File: config.mk
export PLATFORM = sky130hd
export DESIGN_NAME = multi_slot_timeout_timer
export DESIGN_NICKNAME = d
export VERILOG_FILES = /design/src/hw/rtl/mstt_pkg.sv /design/src/hw/rtl/multi_slot_timeout_timer.sv /design/src/hw/rtl/mstt_slot_store.sv /design/src/hw/rtl/mstt_scan_unit.sv
export SDC_FILE = /design/constraint.sdc
export NUM_CORES = 2
export LEC_CHECK = 0
export BUFFER_PORTS_ARGS = -buffer_cell sky130_fd_sc_hd__buf_2
export CAP_MARGIN = 0
export CORE_UTILIZATION = 45
export CTS_CLUSTER_DIAMETER = 60
export DETAILED_ROUTE_END_ITERATION = 8
export GPL_ROUTABILITY_DRIVEN = 0
export PLACE_DENSITY = 0.59
export SLEW_MARGIN = 20
export SYNTH_ARGS = -nofsm -noshare
export SYNTH_HDL_FRONTEND = slang
export SYNTH_SLANG_ARGS = --single-unit
File: constraint.sdc
create_clock -name i_clk -period 14.54 [get_ports i_clk]
set_input_delay 1.454 -clock i_clk [delete_from_list [all_inputs] [get_ports i_clk]]
set_output_delay 1.454 -clock i_clk [all_outputs]
set_load 0.005 [all_outputs]
File: src/hw/rtl/mstt_pkg.sv
// mstt_pkg: shared constants and types for the multi-slot timeout timer
// no dependencies; imported by every module of the block
package mstt_pkg;

    // fixed field widths
    localparam int FUNC_W = 3;
    localparam int SLOT_W = 4;
    localparam int DEST_W = 4;
    localparam int PAY_W  = 8;
    localparam int TIME_W = 32;

    // most expiry events one tick may produce
    localparam int RESULT_CAP = 16;
    localparam int FIRE_W     = 5;

    // command codes
    localparam logic [FUNC_W-1:0] FN_TICK  = 3'd0;
    localparam logic [FUNC_W-1:0] FN_ALLOC = 3'd1;
    localparam logic [FUNC_W-1:0] FN_FREE  = 3'd2;
    localparam logic [FUNC_W-1:0] FN_SET   = 3'd3;
    localparam logic [FUNC_W-1:0] FN_ARM   = 3'd4;

    // result kinds
    localparam logic KIND_ANSWER = 1'b0;
    localparam logic KIND_EXPIRY = 1'b1;

    // sequencer to scan unit
    typedef struct packed {
        logic clear;      // drop the current best candidate
        logic mode_tick;  // 1 tick search, 0 free slot search
        logic valid;      // slot data on the read port is live
    } t_scan_ctl;

    // scan unit to sequencer
    typedef struct packed {
        logic a_busy;     // compare stage still holds an entry
        logic found;      // a candidate has been picked
    } t_scan_res;

endpackage

File: src/hw/rtl/multi_slot_timeout_timer.sv
// multi_slot_timeout_timer: free, set and arm are done straight from idle and give no result.
// allocate and tick searches read one slot a cycle: allocate answers after one full scan
// of all slots; a tick scans all slots once, then scans them all again after each fired
// slot, but a sixteenth fire ends the tick with no further scan.
// results appear as one-cycle o_strobe pulses; the receiver cannot stall them.
// reset clears the tick count, arm sequence and all slot status to free.
module multi_slot_timeout_timer
    import mstt_pkg::*;
#(
    parameter int NUM_SLOTS = 16
) (
    input  logic              i_clk,
    input  logic              i_rst_n,
    input  logic              start,
    output logic              busy,
    input  logic [FUNC_W-1:0] i_func,
    input  logic [SLOT_W-1:0] i_slot,
    input  logic [DEST_W-1:0] i_dest_id,
    input  logic [PAY_W-1:0]  i_payload,
    input  logic [TIME_W-1:0] i_delay,
    output logic              o_strobe,
    output logic              o_kind,
    output logic [SLOT_W-1:0] o_slot_out,
    output logic [DEST_W-1:0] o_dest_out,
    output logic [PAY_W-1:0]  o_payload_out,
    output logic              o_ok,
    output logic              o_last
);

    localparam int SW = (NUM_SLOTS > 1) ? $clog2(NUM_SLOTS) : 1;
    localparam int IW = (SW > SLOT_W) ? SW : SLOT_W;
    localparam logic [SW-1:0] LAST_IDX = SW'(NUM_SLOTS - 1);

    typedef enum logic [4:0] {
        S_IDLE  = 5'b00001,
        S_SCAN  = 5'b00010,
        S_DRAIN = 5'b00100,
        S_FETCH = 5'b01000,
        S_EMIT  = 5'b10000
    } t_state;

    t_state                r_state, n_state;
    logic [SW-1:0]         r_scan, n_scan;
    logic                  r_v1, n_v1;
    logic [SW-1:0]         r_idx1, n_idx1;
    logic                  r_is_tick, n_is_tick;
    logic [FIRE_W-1:0]     r_fires, n_fires;
    logic                  r_pend_valid, n_pend_valid;
    logic [SW-1:0]         r_pend_slot, n_pend_slot;
    logic [TIME_W-1:0]     r_tick, n_tick;
    logic [TIME_W-1:0]     r_seq, n_seq;
    logic [NUM_SLOTS-1:0]  r_used, n_used;
    logic [NUM_SLOTS-1:0]  r_armed, n_armed;

    logic                  r_o_strobe, n_o_strobe;
    logic                  r_o_kind, n_o_kind;
    logic [SLOT_W-1:0]     r_o_slot, n_o_slot;
    logic [DEST_W-1:0]     r_o_dest, n_o_dest;
    logic [PAY_W-1:0]      r_o_pay, n_o_pay;
    logic                  r_o_ok, n_o_ok;
    logic                  r_o_last, n_o_last;

    logic                  cmd_acc;
    logic                  in_range;
    logic [IW-1:0]         slot_wide;
    logic [SW-1:0]         sidx;
    logic [IW-1:0]         pend_wide;
    logic [IW-1:0]         best_wide;

    logic                  tw_en;
    logic                  dw_en;
    logic                  dr_en;
    logic [TIME_W-1:0]     tr_exp;
    logic [TIME_W-1:0]     tr_stamp;
    logic [DEST_W-1:0]     dr_dest;
    logic [PAY_W-1:0]      dr_pay;

    t_scan_ctl             scan_ctl;
    logic                  scan_clear;
    t_scan_res             scan_res;
    logic [SW-1:0]         best_idx;

    // command transfer and slot index decode
    assign busy      = (r_state != S_IDLE);
    assign cmd_acc   = start && !busy;
    assign in_range  = (32'(i_slot) < 32'(NUM_SLOTS));
    assign slot_wide = IW'(i_slot);
    assign sidx      = slot_wide[SW-1:0];
    assign pend_wide = IW'(r_pend_slot);
    assign best_wide = IW'(best_idx);

    assign scan_ctl.clear     = scan_clear;
    assign scan_ctl.mode_tick = r_is_tick;
    assign scan_ctl.valid     = r_v1;

    mstt_slot_store #(
        .NUM_SLOTS (NUM_SLOTS)
    ) u_store (
        .i_clk      (i_clk),
        .i_tw_en    (tw_en),
        .i_tw_idx   (sidx),
        .i_tw_exp   (r_tick + i_delay),
        .i_tw_stamp (r_seq + 32'd1),
        .i_tr_idx   (r_scan),
        .o_tr_exp   (tr_exp),
        .o_tr_stamp (tr_stamp),
        .i_dw_en    (dw_en),
        .i_dw_idx   (sidx),
        .i_dw_dest  (i_dest_id),
        .i_dw_pay   (i_payload),
        .i_dr_en    (dr_en),
        .i_dr_idx   (best_idx),
        .o_dr_dest  (dr_dest),
        .o_dr_pay   (dr_pay)
    );

    mstt_scan_unit #(
        .NUM_SLOTS (NUM_SLOTS)
    ) u_scan (
        .i_clk      (i_clk),
        .i_rst_n    (i_rst_n),
        .i_ctl      (scan_ctl),
        .i_idx      (r_idx1),
        .i_exp      (tr_exp),
        .i_stamp    (tr_stamp),
        .i_armed    (r_armed[r_idx1]),
        .i_used     (r_used[r_idx1]),
        .i_tick     (r_tick),
        .i_seq      (r_seq),
        .o_res      (scan_res),
        .o_best_idx (best_idx)
    );

    // sequencer
    always_comb begin
        n_state      = r_state;
        n_scan       = r_scan;
        n_v1         = 1'b0;
        n_idx1       = r_idx1;
        n_is_tick    = r_is_tick;
        n_fires      = r_fires;
        n_pend_valid = r_pend_valid;
        n_pend_slot  = r_pend_slot;
        n_tick       = r_tick;
        n_seq        = r_seq;
        n_used       = r_used;
        n_armed      = r_armed;
        n_o_strobe   = 1'b0;
        n_o_kind     = r_o_kind;
        n_o_slot     = r_o_slot;
        n_o_dest     = r_o_dest;
        n_o_pay      = r_o_pay;
        n_o_ok       = r_o_ok;
        n_o_last     = r_o_last;
        tw_en        = 1'b0;
        dw_en        = 1'b0;
        dr_en        = 1'b0;
        scan_clear   = 1'b0;

        case (r_state)
            S_IDLE: begin
                if (cmd_acc) begin
                    case (i_func)
                        FN_TICK: begin
                            n_tick       = r_tick + 32'd1;
                            n_is_tick    = 1'b1;
                            n_fires      = '0;
                            n_pend_valid = 1'b0;
                            n_scan       = '0;
                            scan_clear   = 1'b1;
                            n_state      = S_SCAN;
                        end
                        FN_ALLOC: begin
                            n_is_tick  = 1'b0;
                            n_scan     = '0;
                            scan_clear = 1'b1;
                            n_state    = S_SCAN;
                        end
                        FN_FREE: begin
                            if (in_range) begin
                                n_used[sidx]  = 1'b0;
                                n_armed[sidx] = 1'b0;
                            end
                        end
                        FN_SET: begin
                            dw_en = in_range;
                        end
                        FN_ARM: begin
                            if (in_range) begin
                                n_seq         = r_seq + 32'd1;
                                tw_en         = 1'b1;
                                n_used[sidx]  = 1'b1;
                                n_armed[sidx] = 1'b1;
                            end
                        end
                        default: begin
                        end
                    endcase
                end
            end
            S_SCAN: begin
                // issue one slot read per cycle
                n_v1   = 1'b1;
                n_idx1 = r_scan;
                if (r_scan == LAST_IDX) begin
                    n_state = S_DRAIN;
                end else begin
                    n_scan = r_scan + 1'b1;
                end
            end
            S_DRAIN: begin
                if (!r_v1 && !scan_res.a_busy) begin
                    if (r_is_tick) begin
                        // the held fire is last only if nothing more is due
                        if (r_pend_valid) begin
                            n_o_strobe = 1'b1;
                            n_o_kind   = KIND_EXPIRY;
                            n_o_slot   = pend_wide[SLOT_W-1:0];
                            n_o_dest   = dr_dest;
                            n_o_pay    = dr_pay;
                            n_o_ok     = 1'b1;
                            n_o_last   = !scan_res.found;
                        end
                        n_pend_valid = 1'b0;
                        n_state      = scan_res.found ? S_FETCH : S_IDLE;
                    end else begin
                        // allocation answer
                        n_o_strobe = 1'b1;
                        n_o_kind   = KIND_ANSWER;
                        n_o_dest   = '0;
                        n_o_pay    = '0;
                        n_o_last   = 1'b1;
                        n_o_ok     = scan_res.found;
                        if (scan_res.found) begin
                            n_o_slot         = best_wide[SLOT_W-1:0];
                            n_used[best_idx] = 1'b1;
                        end else begin
                            n_o_slot = '0;
                        end
                        n_state = S_IDLE;
                    end
                end
            end
            S_FETCH: begin
                // fire the winner: read its data and hold it until we know if it is last
                dr_en             = 1'b1;
                n_armed[best_idx] = 1'b0;
                n_pend_valid      = 1'b1;
                n_pend_slot       = best_idx;
                n_fires           = r_fires + 1'b1;
                if (r_fires == FIRE_W'(RESULT_CAP - 1)) begin
                    n_state = S_EMIT;
                end else begin
                    n_scan     = '0;
                    scan_clear = 1'b1;
                    n_state    = S_SCAN;
                end
            end
            S_EMIT: begin
                // fire cap reached
                n_o_strobe   = 1'b1;
                n_o_kind     = KIND_EXPIRY;
                n_o_slot     = pend_wide[SLOT_W-1:0];
                n_o_dest     = dr_dest;
                n_o_pay      = dr_pay;
                n_o_ok       = 1'b1;
                n_o_last     = 1'b1;
                n_pend_valid = 1'b0;
                n_state      = S_IDLE;
            end
            default: begin
                n_state = S_IDLE;
            end
        endcase
    end

    // control registers
    always_ff @(posedge i_clk) begin
        if (!i_rst_n) begin
            r_state      <= S_IDLE;
            r_v1         <= 1'b0;
            r_fires      <= '0;
            r_pend_valid <= 1'b0;
            r_tick       <= '0;
            r_seq        <= '0;
            r_used       <= '0;
            r_armed      <= '0;
            r_o_strobe   <= 1'b0;
        end else begin
            r_state      <= n_state;
            r_v1         <= n_v1;
            r_fires      <= n_fires;
            r_pend_valid <= n_pend_valid;
            r_tick       <= n_tick;
            r_seq        <= n_seq;
            r_used       <= n_used;
            r_armed      <= n_armed;
            r_o_strobe   <= n_o_strobe;
        end
    end

    // payload registers
    always_ff @(posedge i_clk) begin
        r_scan      <= n_scan;
        r_idx1      <= n_idx1;
        r_is_tick   <= n_is_tick;
        r_pend_slot <= n_pend_slot;
        r_o_kind    <= n_o_kind;
        r_o_slot    <= n_o_slot;
        r_o_dest    <= n_o_dest;
        r_o_pay     <= n_o_pay;
        r_o_ok      <= n_o_ok;
        r_o_last    <= n_o_last;
    end

    assign o_strobe      = r_o_strobe;
    assign o_kind        = r_o_kind;
    assign o_slot_out    = r_o_slot;
    assign o_dest_out    = r_o_dest;
    assign o_payload_out = r_o_pay;
    assign o_ok          = r_o_ok;
    assign o_last        = r_o_last;

endmodule

File: src/hw/rtl/mstt_slot_store.sv
// mstt_slot_store: per-slot memories (expiry/arm stamp and destination/data)
// depends on mstt_pkg; one write and one registered read port per memory
module mstt_slot_store
    import mstt_pkg::*;
#(
    parameter int NUM_SLOTS = 16,
    localparam int SW = (NUM_SLOTS > 1) ? $clog2(NUM_SLOTS) : 1
) (
    input  logic              i_clk,
    // expiry and arm stamp memory
    input  logic              i_tw_en,
    input  logic [SW-1:0]     i_tw_idx,
    input  logic [TIME_W-1:0] i_tw_exp,
    input  logic [TIME_W-1:0] i_tw_stamp,
    input  logic [SW-1:0]     i_tr_idx,
    output logic [TIME_W-1:0] o_tr_exp,
    output logic [TIME_W-1:0] o_tr_stamp,
    // destination and data memory
    input  logic              i_dw_en,
    input  logic [SW-1:0]     i_dw_idx,
    input  logic [DEST_W-1:0] i_dw_dest,
    input  logic [PAY_W-1:0]  i_dw_pay,
    input  logic              i_dr_en,
    input  logic [SW-1:0]     i_dr_idx,
    output logic [DEST_W-1:0] o_dr_dest,
    output logic [PAY_W-1:0]  o_dr_pay
);

    logic [2*TIME_W-1:0]     r_time_mem [NUM_SLOTS];
    logic [DEST_W+PAY_W-1:0] r_dp_mem   [NUM_SLOTS];
    logic [2*TIME_W-1:0]     r_time_rd;
    logic [DEST_W+PAY_W-1:0] r_dp_rd;

    // expiry/stamp memory, read every cycle
    always_ff @(posedge i_clk) begin
        if (i_tw_en) begin
            r_time_mem[i_tw_idx] <= {i_tw_exp, i_tw_stamp};
        end
        r_time_rd <= r_time_mem[i_tr_idx];
    end

    // destination/data memory, read on demand so the data holds
    always_ff @(posedge i_clk) begin
        if (i_dw_en) begin
            r_dp_mem[i_dw_idx] <= {i_dw_dest, i_dw_pay};
        end
        if (i_dr_en) begin
            r_dp_rd <= r_dp_mem[i_dr_idx];
        end
    end

    assign o_tr_exp   = r_time_rd[2*TIME_W-1:TIME_W];
    assign o_tr_stamp = r_time_rd[TIME_W-1:0];
    assign o_dr_dest  = r_dp_rd[DEST_W+PAY_W-1:PAY_W];
    assign o_dr_pay   = r_dp_rd[PAY_W-1:0];

endmodule

File: src/hw/rtl/mstt_scan_unit.sv
// mstt_scan_unit: two-stage shared compare unit that picks the next slot
// depends on mstt_pkg; fed one slot per cycle by the sequencer
module mstt_scan_unit
    import mstt_pkg::*;
#(
    parameter int NUM_SLOTS = 16,
    localparam int SW = (NUM_SLOTS > 1) ? $clog2(NUM_SLOTS) : 1
) (
    input  logic              i_clk,
    input  logic              i_rst_n,
    input  t_scan_ctl         i_ctl,
    input  logic [SW-1:0]     i_idx,
    input  logic [TIME_W-1:0] i_exp,
    input  logic [TIME_W-1:0] i_stamp,
    input  logic              i_armed,
    input  logic              i_used,
    input  logic [TIME_W-1:0] i_tick,
    input  logic [TIME_W-1:0] i_seq,
    output t_scan_res         o_res,
    output logic [SW-1:0]     o_best_idx
);

    logic              r_a_valid;
    logic [SW-1:0]     r_a_idx;
    logic              r_a_cand;
    logic [TIME_W-1:0] r_a_exp;
    logic [TIME_W-1:0] r_a_age;

    logic              r_found;
    logic [SW-1:0]     r_best_idx;
    logic [TIME_W-1:0] r_best_exp;
    logic [TIME_W-1:0] r_best_age;
    logic              take;

    // stage a: due check (tick) or free check (allocate), and age since arming
    always_ff @(posedge i_clk) begin
        if (!i_rst_n) begin
            r_a_valid <= 1'b0;
        end else begin
            r_a_valid <= i_ctl.valid;
        end
        r_a_idx  <= i_idx;
        r_a_cand <= i_ctl.mode_tick ? (i_armed && (i_exp <= i_tick)) : !i_used;
        r_a_exp  <= i_exp;
        r_a_age  <= i_seq - i_stamp;
    end

    // stage b: for ticks, earliest expiry, then most recent arm, then lowest slot; for allocate, lowest free slot
    always_comb begin
        take = r_a_valid && r_a_cand &&
               (!r_found ||
                (i_ctl.mode_tick &&
                 ((r_a_exp < r_best_exp) ||
                  ((r_a_exp == r_best_exp) && (r_a_age < r_best_age)))));
    end

    always_ff @(posedge i_clk) begin
        if (!i_rst_n || i_ctl.clear) begin
            r_found <= 1'b0;
        end else if (take) begin
            r_found <= 1'b1;
        end
        if (take) begin
            r_best_idx <= r_a_idx;
            r_best_exp <= r_a_exp;
            r_best_age <= r_a_age;
        end
    end

    assign o_res.a_busy = r_a_valid;
    assign o_res.found  = r_found;
    assign o_best_idx   = r_best_idx;

endmodule
After elaboration in Yosys (flattened, before gate mapping). Memories as Yosys holds them, arrays and structs flattened. A register that Yosys moved wholly into a read port is not among the register bits. Cells that the tools add are included.

Register bits: 280. Latch bits: 0. Memory bits (writable): 1216. ROM bits: 0. Input bits: 54. Output and inout port bits: 21. Memories: 2.

$add $sub $neg: 6. $mul: 0. Divide/modulo/power cells: 0. Order comparisons: 8. Eq/ne operators: 25. Shift-type cells: 0. Muxes and demuxes: 84. Bitwise operators: 8. Reduce and logical (&&, ||, !) cells: 36.

Memories: u_store.r_time_mem (depth 16, width 64, rd ports 1, clocked after Yosys merged registers in 1, wr ports 1, RTL line mstt_slot_store.sv:29) `logic [2*TIME_W-1:0] r_time_mem [NUM_SLOTS];`; u_store.r_dp_mem (depth 16, width 12, rd ports 1, clocked after Yosys merged registers in 1, wr ports 1, RTL line mstt_slot_store.sv:30) `logic [DEST_W+PAY_W-1:0] r_dp_mem [NUM_SLOTS];`.

Operators with widths (count): one-hot mux 16 bit (2 select lines) (4); two-way mux 16 bit (5); adder 32 x 1 -> 32 bit, second input constant (2); < comparator 32 bit (2); two-way mux 4 bit (13); AND 16 bit (3); OR 16 bit (3); two-way mux 1 bit (35); two-way mux 5 bit (7); adder 32 bit (1); == test 32 bit (1); <= comparator 32 bit (1); inverter 16 bit (2); subtractor 32 bit (1); two-way mux 8 bit (3); one-hot mux 5 bit (4 select lines) (1); AND reduction 3 bit (6); != test 2 bit, second input constant (8); one-hot mux 4 bit (2 select lines) (2); one-hot mux 8 bit (2 select lines) (1); < comparator 4 x 5 -> 1 bit, second input constant (3); one-hot mux 1 bit (2 select lines) (6); one-hot mux 4 bit (3 select lines) (1); == test 5 x 4 -> 1 bit, second input constant (2); 30 further kinds (54).

Longest topological paths before layout.
Depth after elaboration: 9. Mapped depth: 12. Depth with buffers taken out: 12.

By module. A second synthesis with hierarchy kept.

Cells, all modules: 3723. Area, all modules: 63278.2 µm².

By module, submodules not included: mstt_slot_store (times used 1, cells each 1976, area an instance 47186.5 µm², sequential area each 38156.6 µm²); multi_slot_timeout_timer (times used 1, cells each 997, area an instance 8421.8 µm², sequential area each 3143.0 µm²); mstt_scan_unit (times used 1, cells each 750, area an instance 7669.9 µm², sequential area each 3463.3 µm²).

Worst setup path after synthesis. OpenSTA, ideal clock, no wires.

Path type: reg2reg. From: reg u_scan.r_best_age[15]. To: reg u_scan.r_best_idx[0], in the netlist u_scan.o_best_idx[0] (enable). Setup time: 588 ps. Data arrival time: 6312 ps. Data required time: 13952 ps. Path slack: 7640 ps. Stages on the path, launching flop included: 10. Buffers on the path: 0. Clock period less this slack: 6900 ps. Cell sequence: edfxtp_1 > inv_1 > ha_1 > and4_1 > a21oi_1 > nand2_1 > a221oi_1 > o21ai_0 > o21a_1 > o21ai_0.

Longest elaborated chain between the ends: 6.

RTL lines: start, declared (RTL line mstt_scan_unit.sv:32) `logic [TIME_W-1:0] r_best_age;`; start signal, assigned (RTL line mstt_scan_unit.sv:66) `r_best_age <= r_a_age;`; < comparator 32 bit (RTL line mstt_scan_unit.sv:54) `((r_a_exp == r_best_exp) && (r_a_age < r_best_age)))));`; logical AND 1 bit (RTL line mstt_scan_unit.sv:54); logical OR 1 bit (RTL line mstt_scan_unit.sv:53) `((r_a_exp < r_best_exp) ||`; logical AND 1 bit (RTL line mstt_scan_unit.sv:52) `(i_ctl.mode_tick &&`; logical OR 1 bit (RTL line mstt_scan_unit.sv:51) `(!r_found ||`; logical AND 1 bit (RTL line mstt_scan_unit.sv:50) `take = r_a_valid && r_a_cand &&`; named net u_scan.take (RTL line mstt_scan_unit.sv:33) `logic take;`; end signal, assigned (RTL line mstt_scan_unit.sv:64) `r_best_idx <= r_a_idx;`; end, declared (RTL line mstt_scan_unit.sv:30) `logic [SW-1:0] r_best_idx;`.

The timed path passes the listed nets, and every way through them passes these cells. A chain may end at the register's enable or synchronous reset.

Final worst setup path.
From: in i_delay[1]. To: mem u_store.r_time_mem[5][61] (netlist name), data pin.

Longest elaborated chain between the ends: 1.

RTL lines: start, declared (RTL line multi_slot_timeout_timer.sv:20) `input logic [TIME_W-1:0] i_delay,`; adder 32 bit (RTL line multi_slot_timeout_timer.sv:102) `.i_tw_exp (r_tick + i_delay),`; named net u_store.i_tw_exp[29] (RTL line mstt_slot_store.sv:13) `input logic [TIME_W-1:0] i_tw_exp,`; end, declared (RTL line mstt_slot_store.sv:29).

The timed path passes the listed nets, and every way through them passes these cells.

==> results.md <==
* Die area at 143000 µm²
* Final TNS setup at 0 ps
* Synth Cell Area at 63500 µm²
* Vias/cell at 5.63
* Root Buffer Master: clkbuf_16
* Total Routed Length at 144000 µm
* Clock slew at reported path FFs at 60 ps
* Setup crit start kind: input pin
* Min Tclk post-route at 4670 ps
* Antenna Nets Post-Route at 0
* Max IR drop VDD at 0.114 mV
* Seq/Total Area, Yosys at 0.705
* Num Clock Sinks at 1572
* Fin cells at 5691
* Count of max-cap constraint violations at 0
* Worst-margin pin slew at 1180 ps
* Hold_ws at 358 ps
* Critical Path Fanout Max at 16
* Max Slew Vio Count at 0
* CTS tree: yes
* Cts bufs inserted at 165
* CP Cell Sequence: buf_2, ha_1, a21o_1, a21oi_1, o21ai_0, o31ai_1, o31ai_1, buf_4, a31oi_1, nand2b_1, a31oi_1, xor2_1
* Port bufs at 74
* Syn Inst Count at 3523
* Async S/R FF share, synth at 0
* Pwr/cell area at 140 nW/µm²
* Die width at 378 µm
* Placed cell count at 5383
* Worst-Skew Late Latency at 790 ps
* Final Hold Viols at 0
* Share of the synthesized area in the top cell type at 0.628
* Global-route wire length before repair at 214000 µm
* Synth top area cells: edfxtp_1 63%, mux4_2 14%, dfxtp_1 7.7%
* Fin worst setup slack at 9870 ps
* Lkg Pwr at 25.2 nW
* Iter 0 DRT Violations at 2878
* Fmax at 0.214 GHz
* CP Data Arrival Time at 5110 ps
* Syn avg cell area at 18.0 µm²
* Rows at 137
* Required @ worst endpoint at 14980 ps
* Design area at 71900 µm²
* Slowest cell on the critical path: xor2_1
* Worst Setup Path Type: input pin to flip-flop
* Post-CTS Resized at 0
* DP Area at 66300 µm²
* Gr usage total at 0.206
* Number of synthesized flops with an enable pin at 1328
* Final worst-path cycle share at 0.321
* Die height at 378 µm
* H-tree depth at 4
* CTS max path bufs at 3
* Synth Register Bits at 1572
* DRC violations left at 0
* Syn_nets at 3741
* Initial Utilization at 0.454
* HP Class: flip-flop to flip-flop
* Ratio of cells with drive above 1 in the final layout at 0.228
* Final nets at 3893
* Total number of vias at 32066
* RSZ-0062 raised after global routing: false
* Run status: finished clean
* Slew margin rel. at 0.215
* Setup bufs post-CTS at 0
* Largest net degree at the start of global routing at 148
* CTS Hold Bufs at 0
* Area Overhead vs Synth at 13.3%
* Top_reg_cell synth: edfxtp_1
* Final Skew at 26.7 ps
* First-pass iteration count of the detailed router at 5
* Vias in the first global route at 32563
* WL per Instance at 25.3 µm
* Core area at 140000 µm²
* Ys Warns at 0
* IO Pins at 75
* Initial antenna violation count at 1
* Crit end category: flip-flop
* Remaining Overflow, GRT at 0
* Area leader, netlist: edfxtp_1
* Post-detail-place hpwl at 80000 µm
* Placement Setup Slack at 8740 ps
* Max incr delay on CP at 850 ps
* Post-synthesis cell type count at 67
* Final Setup Violations at 0
[logic make-up (layout without fill, tap and decap cells)]
family / count (synthesis) / count (layout) / synth area share
xor+xnor: 133 / 133 / 0.0184
fa+ha+maj: 164 / 164 / 0.0326
buf+inv: 308 / 599 / 0.0183
simple gates: 563 / 563 / 0.0465
flops: 1572 / 1572 / 0.705
compound gates: 390 / 390 / 0.0401
other cells: 0 / 1 / 0
mux: 393 / 393 / 0.139
[synth_stat cells (3+ instances only)]
cell and instances:
a211oi_1 13, a21boi_0 17, a21boi_1 5, a21o_1 57, a21oi_1 107, a221oi_1 3, a31oi_1 10, a41oi_1 3
and2_1 71, and3_1 21, and4_1 8, buf_1 37, clkbuf_1 109, dfxtp_1 244, edfxtp_1 1328, ha_1 162
inv_1 159, mux4_2 389, nand2_1 98, nand2b_1 21, nand3_1 54, nand3b_1 4, nand4_1 40, nor2_1 132
nor2b_1 24, nor3_1 40, nor4_1 9, nor4_4 3, o2111ai_1 5, o211ai_1 5, o21a_1 28, o21ai_0 82
o21bai_1 12, o221a_2 16, o31ai_1 9, or2_2 8, or3_1 19, xnor2_1 101, xor2_1 32
[worst max-delay path, delay by kind of cell]
family	cells	cell delay, ps
buf+inv	2	300
compound gates	7	2010
xor+xnor	1	850
fa+ha+maj	1	280
simple gates	1	210
[layout by cell type (no fill, tap or decap), types with 57 or more instances in the layout]
cell,Yosys,layout
dfxtp_1,244,244
buf_2,1,73
edfxtp_1,1328,1328
ha_1,162,162
and2_1,71,71
o21ai_0,82,80
clkbuf_16,0,169
mux4_2,389,389
nand2_1,98,98
inv_1,159,159
nor2_1,132,100
xnor2_1,101,73
a21o_1,57,57
a21oi_1,107,107
[path summary, 6_finish.rpt]
kind,from,endpoint,slack (ps),cells after the start
max,i_delay[1],u_store.r_time_mem[5][61]$_DFFE_PP_,9870,12
max reg2reg,r_tick[1]$_SDFFE_PN0P_,u_store.r_time_mem[5][61]$_DFFE_PP_,10160,11
min,u_store.r_time_rd[41]$_DFF_P_,u_scan.r_a_exp[9]$_DFF_P_,360,0
min reg2reg,u_store.r_time_rd[41]$_DFF_P_,u_scan.r_a_exp[9]$_DFF_P_,360,0
[routing by layer]
layer,vias up,part of all wire,global-route usage
met5,-,0,0
met4,0,0.021,0.0610
met1,16765,0.45,0.291
met2,795,0.48,0.328
met3,208,0.050,0.0337
li1,14298,-,-
[area by class of cell]
class,instances,area (µm²)
fillers,11111,67800
flip-flops and latches,1572,44800
multi-input cells,1643,18000
clock buffers,234,4590
well taps,1876,2350
repair buffers,133,866
clock inverters,72,686
inverters,160,601
diodes,1,2.50
[flip-flops by register name (all words and copies together), names as in the netlist, 5 cells and up, named ones only]
| register | count |
|---|---|
| u_store.r_time_mem | 1024 |
| u_store.r_dp_mem | 192 |
| u_store.r_time_rd | 64 |
| r_seq | 32 |
| r_tick | 32 |
| u_scan.r_a_age | 32 |
| u_scan.r_a_exp | 32 |
| u_scan.r_best_age | 32 |
| u_scan.r_best_exp | 32 |
| u_store.r_dp_rd | 12 |
| o_payload_out | 8 |
| r_fires | 5 |
| r_state | 5 |
[through the flow]
step / power (W) / utilization
2_1_floorplan: 0.00580 / -
3_3_place_gp: 0.00608 / 0.474
3_5_place_dp: 0.00609 / 0.475
4_1_cts: 0.0102 / 0.512
5_1_grt: 0.0104 / 0.514
6_report: 0.0101 / 0.514
[power by group]
group          internal (W)  switching, W  total, W
Combinational      0.000425      0.000501  0.000926
Clock               0.00237       0.00173   0.00410
Sequential          0.00498     0.0000696   0.00505
Total               0.00778       0.00230    0.0101
Power figures use the tool's default switching activity.
